[config.mk]
export PLATFORM = sky130hd
export DESIGN_NAME = priority_round_robin_task_scheduler_unit
export DESIGN_NICKNAME = d
export VERILOG_FILES = /design/src/prrts_pkg.sv /design/src/priority_round_robin_task_scheduler_unit.sv /design/src/prrts_ctrl.sv /design/src/prrts_dpath.sv
export VERILOG_INCLUDE_DIRS = /design/src /design/src/src
export SDC_FILE = /design/constraint.sdc
export NUM_CORES = 2
export LEC_CHECK = 0
export BUFFER_PORTS_ARGS = -buffer_cell sky130_fd_sc_hd__buf_2
export CAP_MARGIN = 20
export CELL_PAD_IN_SITES_DETAIL_PLACEMENT = 0
export CELL_PAD_IN_SITES_GLOBAL_PLACEMENT = 2
export CORE_MARGIN = 4
export CORE_UTILIZATION = 53
export CTS_CLUSTER_DIAMETER = 200
export DETAILED_ROUTE_END_ITERATION = 7
export GPL_TIMING_DRIVEN = 0
export PLACE_DENSITY_LB_ADDON = 0.1
export SLEW_MARGIN = 10
export SYNTH_ARGS = -nofsm -noshare
export SYNTH_HDL_FRONTEND = slang
export SYNTH_SLANG_ARGS = --single-unit
[constraint.sdc]
create_clock -name i_clk -period 10.07 [get_ports i_clk]
set_input_delay 1.007 -clock i_clk [delete_from_list [all_inputs] [get_ports i_clk]]
set_output_delay 1.007 -clock i_clk [all_outputs]
set_load 0.005 [all_outputs]
[src/priority_round_robin_task_scheduler_unit_assert.svh]
// Assertion macros for the task scheduler unit.
// Each macro checks a property on the rising edge of i_clk, idle in reset.
`ifndef PRIORITY_ROUND_ROBIN_TASK_SCHEDULER_UNIT_ASSERT_SVH
`define PRIORITY_ROUND_ROBIN_TASK_SCHEDULER_UNIT_ASSERT_SVH

// Same-cycle implication.
`define PRRTS_ASSERT_NOW(lbl, ante, cons) \
    lbl: assert property (@(posedge i_clk) disable iff (!i_rst_n) (ante) |-> (cons)) \
        else $error("scheduler assertion failed");

// Next-cycle implication.
`define PRRTS_ASSERT_NEXT(lbl, ante, cons) \
    lbl: assert property (@(posedge i_clk) disable iff (!i_rst_n) (ante) |=> (cons)) \
        else $error("scheduler assertion failed");

`endif

[src/prrts_pkg.sv]
// ----------------------------------------------------------------------------
// prrts_pkg
// Types, constants and helpers shared by the task scheduler modules.
// ----------------------------------------------------------------------------
`timescale 1ns / 1ps

package prrts_pkg;

    localparam int NUM_PRIORITIES     = 5;
    localparam int SLOTS_PER_PRIORITY = 8;
    localparam int MAX_TASKS          = 16;

    localparam int IDLE_ROW = NUM_PRIORITIES - 1;
    localparam int NSLOTS   = NUM_PRIORITIES * SLOTS_PER_PRIORITY;
    localparam int ROW_W    = $clog2(NUM_PRIORITIES);
    localparam int SLOT_W   = $clog2(SLOTS_PER_PRIORITY);
    localparam int POS_W    = $clog2(NSLOTS);
    localparam int CNT_W    = $clog2(SLOTS_PER_PRIORITY + 1);
    localparam int TASK_IW  = $clog2(MAX_TASKS);
    localparam int TC_W     = $clog2(MAX_TASKS + 1);

    localparam logic [2:0] OP_CREATE  = 3'd0;
    localparam logic [2:0] OP_BLOCK   = 3'd1;
    localparam logic [2:0] OP_UNBLOCK = 3'd2;
    localparam logic [2:0] OP_TICK    = 3'd3;
    localparam logic [2:0] OP_CONTEXT = 3'd4;

    typedef enum logic [1:0] {
        ST_EMPTY   = 2'd0,
        ST_READY   = 2'd1,
        ST_RUNNING = 2'd2,
        ST_BLOCKED = 2'd3
    } t_slot_st;

    typedef enum logic [2:0] {
        S_IDLE,
        S_EXEC,
        S_SCAN_RD,
        S_SCAN_CHK,
        S_CTX_WR,
        S_CTX_RUN,
        S_DONE
    } t_state;

    typedef struct packed {
        logic [2:0]  opcode;
        logic [3:0]  task_number;
        logic [2:0]  priority_req;
        logic [31:0] task_sp;
    } t_sched_in;

    typedef struct packed {
        logic [31:0] next_sp;
        logic        switch_needed;
        logic [3:0]  assigned_task;
        logic        status;
    } t_sched_out;

    typedef struct packed {
        logic load;
        logic exec;
        logic scan_rd;
        logic scan_chk;
        logic ctx_wr;
        logic ctx_run;
    } t_dp_cmd;

    typedef struct packed {
        logic [2:0] opcode;
        logic       started;
        logic       scan_more;
    } t_dp_sts;

    function automatic logic [POS_W-1:0] f_pos(input logic [ROW_W-1:0] row,
                                               input logic [SLOT_W-1:0] slot);
        return POS_W'(int'(row) * SLOTS_PER_PRIORITY + int'(slot));
    endfunction

endpackage

[src/priority_round_robin_task_scheduler_unit.sv]
// ----------------------------------------------------------------------------
// priority_round_robin_task_scheduler_unit
// Fixed-priority round-robin task scheduler with a task table.
// ----------------------------------------------------------------------------
// Usage:
//   Present an operation on i_cmd and raise start while busy is low; the
//   transaction is taken at that edge and busy stays high until the result.
//   The result appears on o_result for exactly one cycle with o_done high.
//   The receiver cannot stall; it must take the result in that cycle.
// Sequence (accepting edge to the edge that takes the result):
//   create, block, unblock, unused opcodes: S_EXEC, then S_DONE.
//   context: S_EXEC, S_CTX_WR, then S_CTX_RUN once started, then S_DONE.
//   tick: S_EXEC, S_DONE before start, else S_SCAN_RD and S_SCAN_CHK for
//   each of v (1 to SLOTS_PER_PRIORITY) slots visited by the round-robin
//   search; each visit is one registered read of the slot state memory.
//   A new transaction is accepted the cycle after o_done.
// Reset: synchronous, active low. All slots read as empty, counters clear,
//   switch flag set; stack and task tables hold no defined value until written.
// ----------------------------------------------------------------------------
`timescale 1ns / 1ps

`include "priority_round_robin_task_scheduler_unit_assert.svh"

module priority_round_robin_task_scheduler_unit (
    input  logic                  i_clk,
    input  logic                  i_rst_n,
    input  logic                  start,
    input  prrts_pkg::t_sched_in  i_cmd,
    output logic                  busy,
    output logic                  o_done,
    output prrts_pkg::t_sched_out o_result
);

    prrts_pkg::t_dp_cmd dp_cmd;
    prrts_pkg::t_dp_sts dp_sts;

    // sequencer
    prrts_ctrl u_ctrl (
        .i_clk   (i_clk),
        .i_rst_n (i_rst_n),
        .i_start (start),
        .i_sts   (dp_sts),
        .o_cmd   (dp_cmd),
        .o_busy  (busy),
        .o_done  (o_done)
    );

    // datapath
    prrts_dpath u_dpath (
        .i_clk    (i_clk),
        .i_rst_n  (i_rst_n),
        .i_cmd    (dp_cmd),
        .i_item   (i_cmd),
        .o_sts    (dp_sts),
        .o_result (o_result)
    );

    // checks
    `PRRTS_ASSERT_NEXT(a_accept_busy, start && !busy, busy)
    `PRRTS_ASSERT_NOW(a_done_busy, o_done, busy)
    `PRRTS_ASSERT_NEXT(a_done_pulse, o_done, !o_done && !busy)

endmodule

[src/prrts_ctrl.sv]
// ----------------------------------------------------------------------------
// prrts_ctrl
// Sequencer: steps the datapath through each operation and flags the result.
// ----------------------------------------------------------------------------
`timescale 1ns / 1ps

module prrts_ctrl (
    input  logic              i_clk,
    input  logic              i_rst_n,
    input  logic              i_start,
    input  prrts_pkg::t_dp_sts i_sts,
    output prrts_pkg::t_dp_cmd o_cmd,
    output logic              o_busy,
    output logic              o_done
);

    prrts_pkg::t_state r_state, n_state;

    // hold state
    always_ff @(posedge i_clk) begin
        if (!i_rst_n) begin
            r_state <= prrts_pkg::S_IDLE;
        end else begin
            r_state <= n_state;
        end
    end

    // next state and commands
    always_comb begin
        n_state = r_state;
        o_cmd   = '0;
        o_busy  = 1'b1;
        o_done  = 1'b0;
        case (r_state)
            prrts_pkg::S_IDLE: begin
                o_busy = 1'b0;
                if (i_start) begin
                    o_cmd.load = 1'b1;
                    n_state    = prrts_pkg::S_EXEC;
                end
            end
            prrts_pkg::S_EXEC: begin
                o_cmd.exec = 1'b1;
                if (i_sts.opcode == prrts_pkg::OP_TICK && i_sts.started) begin
                    n_state = prrts_pkg::S_SCAN_RD;
                end else if (i_sts.opcode == prrts_pkg::OP_CONTEXT) begin
                    n_state = prrts_pkg::S_CTX_WR;
                end else begin
                    n_state = prrts_pkg::S_DONE;
                end
            end
            prrts_pkg::S_SCAN_RD: begin
                o_cmd.scan_rd = 1'b1;
                n_state       = prrts_pkg::S_SCAN_CHK;
            end
            prrts_pkg::S_SCAN_CHK: begin
                o_cmd.scan_chk = 1'b1;
                n_state = i_sts.scan_more ? prrts_pkg::S_SCAN_RD : prrts_pkg::S_DONE;
            end
            prrts_pkg::S_CTX_WR: begin
                o_cmd.ctx_wr = 1'b1;
                n_state = i_sts.started ? prrts_pkg::S_CTX_RUN : prrts_pkg::S_DONE;
            end
            prrts_pkg::S_CTX_RUN: begin
                o_cmd.ctx_run = 1'b1;
                n_state       = prrts_pkg::S_DONE;
            end
            prrts_pkg::S_DONE: begin
                o_done  = 1'b1;
                n_state = prrts_pkg::S_IDLE;
            end
            default: begin
                n_state = prrts_pkg::S_IDLE;
            end
        endcase
    end

endmodule

[src/prrts_dpath.sv]
// ----------------------------------------------------------------------------
// prrts_dpath
// Task table, slot memories, counters and scheduler registers.
// ----------------------------------------------------------------------------
`timescale 1ns / 1ps

module prrts_dpath (
    input  logic                 i_clk,
    input  logic                 i_rst_n,
    input  prrts_pkg::t_dp_cmd   i_cmd,
    input  prrts_pkg::t_sched_in i_item,
    output prrts_pkg::t_dp_sts   o_sts,
    output prrts_pkg::t_sched_out o_result
);

    localparam int RW = prrts_pkg::ROW_W;
    localparam int SW = prrts_pkg::SLOT_W;
    localparam int PW = prrts_pkg::POS_W;
    localparam int CW = prrts_pkg::CNT_W;
    localparam int NP = prrts_pkg::NUM_PRIORITIES;
    localparam int NS = prrts_pkg::NSLOTS;
    localparam int MT = prrts_pkg::MAX_TASKS;

    // memories
    logic [1:0]  slot_mem  [NS];
    logic [31:0] stack_mem [NS];

    logic [NS-1:0]  r_slot_vld;
    logic [1:0]     r_slot_rd;
    logic           r_slot_rv;
    logic [31:0]    r_stk_rd;

    logic [RW-1:0]  r_task_row  [MT];
    logic [SW-1:0]  r_task_slot [MT];
    logic [CW-1:0]  r_slots_used [NP];
    logic [CW-1:0]  r_active     [NP];
    logic [prrts_pkg::TC_W-1:0] r_tasks;

    logic [RW-1:0]  r_cur_row, r_next_row;
    logic [SW-1:0]  r_cur_idx, r_next_idx;
    logic           r_started, r_switch;
    logic [31:0]    r_tick_count;

    logic [RW-1:0]  r_scan_row;
    logic [SW-1:0]  r_scan_idx;
    logic [CW-1:0]  r_scan_n, r_scan_k;

    prrts_pkg::t_sched_in  r_item;
    prrts_pkg::t_sched_out r_res;

    // decoded item
    logic [RW-1:0]  prio;
    logic           prio_ok;
    logic [prrts_pkg::TASK_IW-1:0] tix;
    logic           task_ok;
    logic [RW-1:0]  t_row;
    logic [SW-1:0]  t_slot;
    logic [RW-1:0]  pick_row;
    logic [CW-1:0]  pick_n;
    logic [CW:0]    init_inc, scan_inc;
    logic [SW-1:0]  init_idx, scan_nidx;
    logic [PW-1:0]  p_out, p_in, slot_raddr, stk_raddr;
    logic [1:0]     slot_eff;
    logic           scan_more;

    logic           slot_we;
    logic [PW-1:0]  slot_waddr;
    logic [1:0]     slot_wdata;
    logic           stk_we;
    logic [PW-1:0]  stk_waddr;

    assign prio    = r_item.priority_req[RW-1:0];
    assign prio_ok = (32'(r_item.priority_req) < 32'(NP));
    assign tix     = prrts_pkg::TASK_IW'(r_item.task_number);
    assign task_ok = (32'(r_item.task_number) < 32'(r_tasks));
    assign t_row   = r_task_row[tix];
    assign t_slot  = r_task_slot[tix];
    assign p_out   = prrts_pkg::f_pos(r_cur_row, r_cur_idx);
    assign p_in    = prrts_pkg::f_pos(r_next_row, r_next_idx);
    assign slot_eff = r_slot_rv ? r_slot_rd : prrts_pkg::ST_EMPTY;

    // pick most urgent active row, else idle row
    always_comb begin
        pick_row = RW'(prrts_pkg::IDLE_ROW);
        for (int r = NP - 1; r >= 0; r--) begin
            if (r_active[r] != '0) begin
                pick_row = RW'(r);
            end
        end
    end

    // first slot after the current one, and scan advance
    always_comb begin
        pick_n    = r_slots_used[pick_row];
        init_inc  = (CW+1)'(r_next_idx) + (CW+1)'(1);
        init_idx  = (init_inc >= (CW+1)'(pick_n)) ? '0 : init_inc[SW-1:0];
        scan_inc  = (CW+1)'(r_scan_idx) + (CW+1)'(1);
        scan_nidx = (scan_inc >= (CW+1)'(r_scan_n)) ? '0 : scan_inc[SW-1:0];
        scan_more = (r_scan_k < r_scan_n) && (slot_eff == prrts_pkg::ST_BLOCKED);
    end

    // read addresses
    always_comb begin
        slot_raddr = i_cmd.scan_rd ? prrts_pkg::f_pos(r_scan_row, r_scan_idx) : p_out;
        stk_raddr  = r_started ? p_in : prrts_pkg::f_pos(r_cur_row, '0);
    end

    // write ports
    always_comb begin
        slot_we    = 1'b0;
        slot_waddr = prrts_pkg::f_pos(t_row, t_slot);
        slot_wdata = prrts_pkg::ST_READY;
        stk_we     = 1'b0;
        stk_waddr  = p_out;
        if (i_cmd.exec && r_item.opcode == prrts_pkg::OP_CREATE) begin
            if (prio_ok && 32'(r_tasks) < 32'(MT)
                    && 32'(r_slots_used[prio]) < 32'(prrts_pkg::SLOTS_PER_PRIORITY)) begin
                slot_we    = 1'b1;
                slot_waddr = prrts_pkg::f_pos(prio, r_slots_used[prio][SW-1:0]);
                stk_we     = 1'b1;
                stk_waddr  = slot_waddr;
            end
        end else if (i_cmd.exec && (r_item.opcode == prrts_pkg::OP_BLOCK
                                    || r_item.opcode == prrts_pkg::OP_UNBLOCK)) begin
            slot_we    = task_ok;
            slot_wdata = (r_item.opcode == prrts_pkg::OP_BLOCK) ? prrts_pkg::ST_BLOCKED
                                                                 : prrts_pkg::ST_READY;
        end else if (i_cmd.ctx_wr && r_started) begin
            stk_we     = 1'b1;
            slot_waddr = p_out;
            slot_we    = (slot_eff == prrts_pkg::ST_RUNNING);
        end else if (i_cmd.ctx_run) begin
            slot_we    = 1'b1;
            slot_waddr = p_in;
            slot_wdata = prrts_pkg::ST_RUNNING;
        end
    end

    // memory access
    always_ff @(posedge i_clk) begin
        if (slot_we) begin
            slot_mem[slot_waddr] <= slot_wdata;
        end
        if (stk_we) begin
            stack_mem[stk_waddr] <= r_item.task_sp;
        end
        r_slot_rd <= slot_mem[slot_raddr];
        r_slot_rv <= r_slot_vld[slot_raddr];
        r_stk_rd  <= stack_mem[stk_raddr];
    end

    // slot valid bits
    always_ff @(posedge i_clk) begin
        if (!i_rst_n) begin
            r_slot_vld <= '0;
        end else if (slot_we) begin
            r_slot_vld[slot_waddr] <= 1'b1;
        end
    end

    // capture item, build result, scan registers
    always_ff @(posedge i_clk) begin
        if (i_cmd.load) begin
            r_item <= i_item;
            r_res  <= '0;
        end
        if (i_cmd.exec) begin
            case (r_item.opcode)
                prrts_pkg::OP_CREATE: begin
                    if (slot_we) begin
                        r_task_row[r_tasks[prrts_pkg::TASK_IW-1:0]]  <= prio;
                        r_task_slot[r_tasks[prrts_pkg::TASK_IW-1:0]] <= r_slots_used[prio][SW-1:0];
                        r_res.assigned_task <= 4'(r_tasks);
                    end else begin
                        r_res.status <= 1'b1;
                    end
                end
                prrts_pkg::OP_BLOCK, prrts_pkg::OP_UNBLOCK: begin
                    r_res.status <= !task_ok;
                end
                prrts_pkg::OP_TICK: begin
                    r_res.switch_needed <= r_switch;
                    r_scan_row <= pick_row;
                    r_scan_n   <= pick_n;
                    r_scan_idx <= init_idx;
                    r_scan_k   <= CW'(1);
                end
                default: begin
                end
            endcase
        end
        if (i_cmd.scan_chk && scan_more) begin
            r_scan_idx <= scan_nidx;
            r_scan_k   <= r_scan_k + CW'(1);
        end
        if (i_cmd.scan_chk && !scan_more) begin
            if (slot_eff == prrts_pkg::ST_RUNNING) begin
                r_res.switch_needed <= 1'b0;
            end else if (slot_eff != prrts_pkg::ST_EMPTY) begin
                r_res.switch_needed <= 1'b1;
            end else begin
                r_res.switch_needed <= r_switch;
            end
        end
        if (i_cmd.ctx_wr) begin
            r_res.next_sp <= (r_started && p_out == p_in) ? r_item.task_sp : r_stk_rd;
        end
    end

    // scheduler control registers
    always_ff @(posedge i_clk) begin
        if (!i_rst_n) begin
            r_tasks      <= '0;
            r_cur_row    <= '0;
            r_next_row   <= '0;
            r_cur_idx    <= '0;
            r_next_idx   <= '0;
            r_started    <= 1'b0;
            r_switch     <= 1'b1;
            r_tick_count <= '0;
            for (int r = 0; r < NP; r++) begin
                r_slots_used[r] <= '0;
                r_active[r]     <= '0;
            end
        end else begin
            if (i_cmd.exec) begin
                case (r_item.opcode)
                    prrts_pkg::OP_CREATE: begin
                        if (slot_we) begin
                            r_active[prio]     <= r_active[prio] + CW'(1);
                            r_slots_used[prio] <= r_slots_used[prio] + CW'(1);
                            r_tasks            <= r_tasks + prrts_pkg::TC_W'(1);
                        end
                    end
                    prrts_pkg::OP_BLOCK: begin
                        if (task_ok && r_active[t_row] != '0) begin
                            r_active[t_row] <= r_active[t_row] - CW'(1);
                        end
                    end
                    prrts_pkg::OP_UNBLOCK: begin
                        if (task_ok && r_active[t_row] < r_slots_used[t_row]) begin
                            r_active[t_row] <= r_active[t_row] + CW'(1);
                        end
                    end
                    prrts_pkg::OP_TICK: begin
                        r_cur_row    <= r_next_row;
                        r_next_row   <= pick_row;
                        r_tick_count <= r_tick_count + 32'd1;
                        if (r_started) begin
                            r_cur_idx <= r_next_idx;
                        end
                    end
                    default: begin
                    end
                endcase
            end
            // close the slot search
            if (i_cmd.scan_chk && !scan_more) begin
                r_next_idx <= r_scan_idx;
                if (slot_eff == prrts_pkg::ST_RUNNING) begin
                    r_switch <= 1'b0;
                end else if (slot_eff != prrts_pkg::ST_EMPTY) begin
                    r_switch <= 1'b1;
                end
            end
            // first context starts the scheduler at slot 0
            if (i_cmd.ctx_wr && !r_started) begin
                r_next_idx <= '0;
                r_started  <= 1'b1;
            end
        end
    end

    assign o_sts.opcode    = r_item.opcode;
    assign o_sts.started   = r_started;
    assign o_sts.scan_more = scan_more;
    assign o_result        = r_res;

endmodule

==> results <==
- The flow ran to the end, and the final reports show no timing, DRC or antenna violations.
- Once the floorplan was initialized, standard cells occupied 53.4% of the core.
- Using the TritonRoute via totals, the vias-per-cell ratio works out to 6.21.
- The final design area excluding fillers is 78,600 sq um.
- Detailed placement ended at an HPWL of 127 mm.
- After detailed routing, the number of remaining DRC violations is 0.
- Total power for the finished layout comes to 16.6 mW.
- The worst setup path is captured at a flip-flop.
- Data on the critical path is required at its endpoint by 10.56 ns.
- Setup slack on the worst reg-to-reg path comes out at 3.98 ns.
- The number of filler instances in the final layout is 9,055.
- The register bit count reported by yosys is 1,718.
- The cell area after synthesis is 68,200 sq um.
- Summed over all layers, the global routing overflow is 0.
- Derived from the worst setup path, the maximum achievable clock frequency is 164 MHz.
- The detailed router finished its first iteration with 3,609 violations.
- The number of nets with antenna violations after detailed routing is 0.
- Of the synthesized area, sequential elements account for 74.0%.
- During synthesis, Yosys emitted a total of 0 warnings.
- Counting every sink on the clock net gives 1,718.
- Dividing the detail-routed wire length by the instance count gives 30.9 um.
- Buffers placed on the I/O ports in this run total 83.
- Across every metal layer, demand over resource in global routing totals 27.0%.
- The total wire length after detailed routing is 181 mm.
- The static power due to leakage is 25.4 nW.
- The later pin in the worst-skew pair is clocked with a latency of 0.80 ns.
- The area growth from synthesis to layout is 15.2%.
- The initialized floorplan defines 131 standard-cell rows.
- The core region is 128,000 sq um.
- Counting stages on the worst path, the most repeated cell is sky130_fd_sc_hd__buf_2.
- The slowest cell on the critical path is sky130_fd_sc_hd__a2111oi_0.
- The global-route wire length before repair is 262 mm.
- The detailed router placed 36,400 vias in this run.
- The number of setup buffers added after CTS is 0.
- The classification of the worst-slack hold path is in2reg.
- For the pin with the worst max-slew slack, the measured transition is 1.21 ns.
- The number of buffers created by CTS is 173.
- The total of hold buffers inserted after clock tree synthesis is 0.
- From bottom edge to top edge, the die measures 367 um.
- The routability congestion estimate from global placement is 0.915.
- For the final routed database, the setup TNS stands at 0 ns.
- A synthesized cell averages 18.7 sq um.
- The via count of the first global-routing pass is 37,300.
- STA classifies the critical path startpoint as a flip-flop.
- The most used flip-flop cell after synthesis is sky130_fd_sc_hd__edfxtp_1.
- The clock root buffer is sky130_fd_sc_hd__clkbuf_16.
- The count of final max-slew check failures is 0.
- Counting flops with an async set or reset pin after synthesis yields a share of 0%.
- The final setup violation count is 0.
- The worst IR drop on VDD is 0.179 mV.
- After clock tree synthesis, the clock-pin slew on the worst setup and hold paths is 0.06 ns.
- The initial antenna violation count is 3.
- Counting every instance in the synthesized netlist gives 3,657.
- The number of gates resized after CTS was 0.
- The remaining max-slew budget at the tightest pin is 19.5%.
- The count of nets after finishing is 4,111.
- The number of library cell types mapped by synthesis is 75.
- The power density normalized to cell area is 212 nW/um^2.
- The number of buffers on the longest clock path is 3.
- The placed instances occupy a cell area of 72,900 sq um.
- The final cell count without fillers is 5,850.
- The signal on the critical path passes through buf_2, nand2b_1, a211oi_1, or4_1, buf_2, nand2_4, buf_4, buf_2, mux4_2, mux2i_1, ha_1, a21o_1, a2111oi_0, o21ai_4, ha_1, a21oi_1, o21ai_1, xor2_1, nor2_1, nor2_1.
- The die is 367 um wide.
- The minimum setup slack in the final design is 3.98 ns.
- In this run, placement finished with an instance count of 5,516.
- The multi-input combinational cells in the finished layout cover a total of 17,100 sq um.
- The sequential cells in the finished layout cover a total of 50,500 sq um.
- Counting flops with a built-in enable in the synthesized netlist gives 1,608.
- The maximum cell stage delay along the critical path is 0.72 ns.
- Entering global routing, the biggest net connects 33 pins.
- The final worst-path cycle share is 60.5%.
- After layout, the minimum clock period comes to 6.09 ns.
- The share of cells above drive strength 1 is 23.1%.
- The worst setup slack after placement is 4.00 ns.
- The die outline area is 134,000 sq um.
- The data arrival time of the critical path is 6.58 ns.
- The setup path with the least slack is of type reg2reg.
- The final number of hold-violating endpoints is 0.
- Setup repair after global routing left no endpoint under its margin.
- The number of max-cap violations is 0.
- The CTS H-tree depth is 4.
- The detailed-router iteration count before antenna repair is 8.
- The TritonCTS clock tree is yes.
- Of all nets on the critical path, the largest fanout is 10.
- On the final layout, the worst clock skew is 0.0299 ns.
- 85 I/O pins were placed.
critical path, delay by kind of cell, from the launching register on:
kind                       cells  cell delay (ns)
and+or+nand+nor                5             1.49
AOI/OAI and AO/OA              6             1.35
buffers and inverters          4             1.11
muxes                          2             0.73
adders and majority gates      2             0.66
DFF                            1             0.31
xor gates and xnor gates       1             0.16
synthesized netlist by cell type (5+ instances only):
cell type / n / area share [%]
sky130_fd_sc_hd__o21ai_0: 91 / 0.67
sky130_fd_sc_hd__a21o_1: 7 / 0.077
sky130_fd_sc_hd__a211oi_1: 76 / 0.84
sky130_fd_sc_hd__dfxtp_1: 110 / 3.2
sky130_fd_sc_hd__mux4_2: 334 / 11
sky130_fd_sc_hd__clkbuf_1: 144 / 0.79
sky130_fd_sc_hd__o22ai_1: 135 / 1.2
sky130_fd_sc_hd__inv_1: 30 / 0.17
sky130_fd_sc_hd__o21a_1: 43 / 0.47
sky130_fd_sc_hd__nand4_1: 7 / 0.064
sky130_fd_sc_hd__nor2b_1: 84 / 0.77
sky130_fd_sc_hd__mux2_2: 90 / 1.5
sky130_fd_sc_hd__nor3b_1: 5 / 0.055
sky130_fd_sc_hd__buf_1: 53 / 0.29
sky130_fd_sc_hd__xnor2_1: 12 / 0.15
sky130_fd_sc_hd__or3_1: 6 / 0.055
sky130_fd_sc_hd__edfxtp_1: 1608 / 71
sky130_fd_sc_hd__mux2i_1: 175 / 2.6
sky130_fd_sc_hd__a21oi_1: 81 / 0.59
sky130_fd_sc_hd__nor3_1: 16 / 0.12
sky130_fd_sc_hd__a21boi_0: 5 / 0.055
sky130_fd_sc_hd__buf_2: 9 / 0.066
sky130_fd_sc_hd__nor4_1: 8 / 0.073
sky130_fd_sc_hd__o211ai_1: 5 / 0.055
sky130_fd_sc_hd__and2_1: 18 / 0.17
sky130_fd_sc_hd__ha_1: 28 / 0.51
sky130_fd_sc_hd__xor2_1: 8 / 0.10
sky130_fd_sc_hd__and3_1: 23 / 0.21
sky130_fd_sc_hd__nand3_1: 33 / 0.24
sky130_fd_sc_hd__nand2b_1: 13 / 0.12
sky130_fd_sc_hd__nor2_1: 168 / 0.92
sky130_fd_sc_hd__nand2_1: 160 / 0.88
sky130_fd_sc_hd__buf_6: 5 / 0.083
flip-flops by register name, indices dropped and copies added (netlist names), 4 cells and up, named ones only:
name / cells
u_dpath.r_item: 32
u_dpath.stack_mem: 1280
u_dpath.r_tasks: 5
u_dpath.r_scan_n: 4
u_dpath.r_slots_used: 32
u_dpath.slot_mem: 80
u_dpath.r_slot_vld: 40
u_dpath.r_task_slot: 48
u_dpath.o_result: 38
u_dpath.r_task_row: 48
u_dpath.r_stk_rd: 32
u_dpath.r_scan_k: 4
u_dpath.tix: 4
u_dpath.r_active: 32
cells by family (layout without fill, tap and decap cells):
group                      count (synthesis)  after routing  share of synthesized area, %
adders and majority gates                 29             29                         0.543
and+or+nand+nor                          562            562                          4.01
other                                      1             14                       0.00550
AOI/OAI and AO/OA                        475            475                          4.50
muxes                                    604            604                          15.2
buffers and inverters                    248            766                          1.45
DFF                                     1718           1718                          74.0
xor gates and xnor gates                  20             20                         0.257
cell type report:
cell class	count	share of cell area, %
sequential	1718	64.2
multi-input combinational	1702	21.7
clock buffer	219	5.97
timing repair buffer	194	2.94
tap	1662	2.65
clock inverter	105	1.20
buffer	213	1.09
inverter	35	0.167
antenna	2	0.00637
through the flow:
step                utilization [%]  hold slack [ns]
floorplan                         -            0.435
global placement               55.4            0.441
detailed placement             57.1            0.453
CTS                            61.5            0.330
global route                   61.6            0.347
finish                         61.6            0.382
cell usage in the layout, fill, tap and decap left out, types with 12 or more instances in the layout:
cell type / n
sky130_fd_sc_hd__o22ai_1: 135
sky130_fd_sc_hd__bufinv_16: 13
sky130_fd_sc_hd__inv_1: 29
sky130_fd_sc_hd__o21ai_0: 90
sky130_fd_sc_hd__clkbuf_1: 173
sky130_fd_sc_hd__clkbuf_8: 13
sky130_fd_sc_hd__buf_2: 94
sky130_fd_sc_hd__nand3_1: 33
sky130_fd_sc_hd__mux2_2: 90
sky130_fd_sc_hd__dfxtp_1: 110
sky130_fd_sc_hd__nand2_1: 159
sky130_fd_sc_hd__a211oi_1: 76
sky130_fd_sc_hd__nor2b_1: 84
sky130_fd_sc_hd__a21oi_1: 80
sky130_fd_sc_hd__edfxtp_1: 1608
sky130_fd_sc_hd__nor2_1: 133
sky130_fd_sc_hd__clkinv_1: 41
sky130_fd_sc_hd__xnor2_1: 12
sky130_fd_sc_hd__buf_12: 25
sky130_fd_sc_hd__buf_4: 17
sky130_fd_sc_hd__and2_1: 18
sky130_fd_sc_hd__buf_1: 52
sky130_fd_sc_hd__nand2b_1: 13
sky130_fd_sc_hd__mux2i_1: 173
sky130_fd_sc_hd__and3_1: 23
sky130_fd_sc_hd__clkbuf_16: 176
sky130_fd_sc_hd__buf_16: 23
sky130_fd_sc_hd__nor3_1: 13
sky130_fd_sc_hd__mux4_2: 334
sky130_fd_sc_hd__nor2_4: 35
sky130_fd_sc_hd__buf_6: 19
sky130_fd_sc_hd__clkinv_2: 31
sky130_fd_sc_hd__buf_8: 32
sky130_fd_sc_hd__ha_1: 28
sky130_fd_sc_hd__conb_1: 12
sky130_fd_sc_hd__o21a_1: 43
final timing paths:
check,cells past startpoint,startpoint,end
worst min-delay path,1,i_cmd[29],u_dpath.r_item[29]
worst min register to register,1,u_dpath.r_slot_vld[26],u_dpath.r_slot_vld[26]
worst max register to register,20,flip-flop,u_dpath.r_active[5][3]
worst max-delay path,20,flip-flop,u_dpath.r_active[5][3]
where the power goes:
part	switching [mW]	internal, mW	total [mW]
sequential	0.216	8.23	8.44
clock	2.70	3.65	6.35
combinational	1.18	0.660	1.84
routing by layer:
layer	wire, um	share of wire (%)	vias up	GRT usage, %
li1	-	-	15600	-
met1	70900	39	19000	35.7
met2	90500	50	1473	45.2
met3	13000	7.2	283	5.23
met4	6300	3.5	0	9.51
met5	0	0	-	0
No activity file was read; power rests on OpenSTA's default activity.
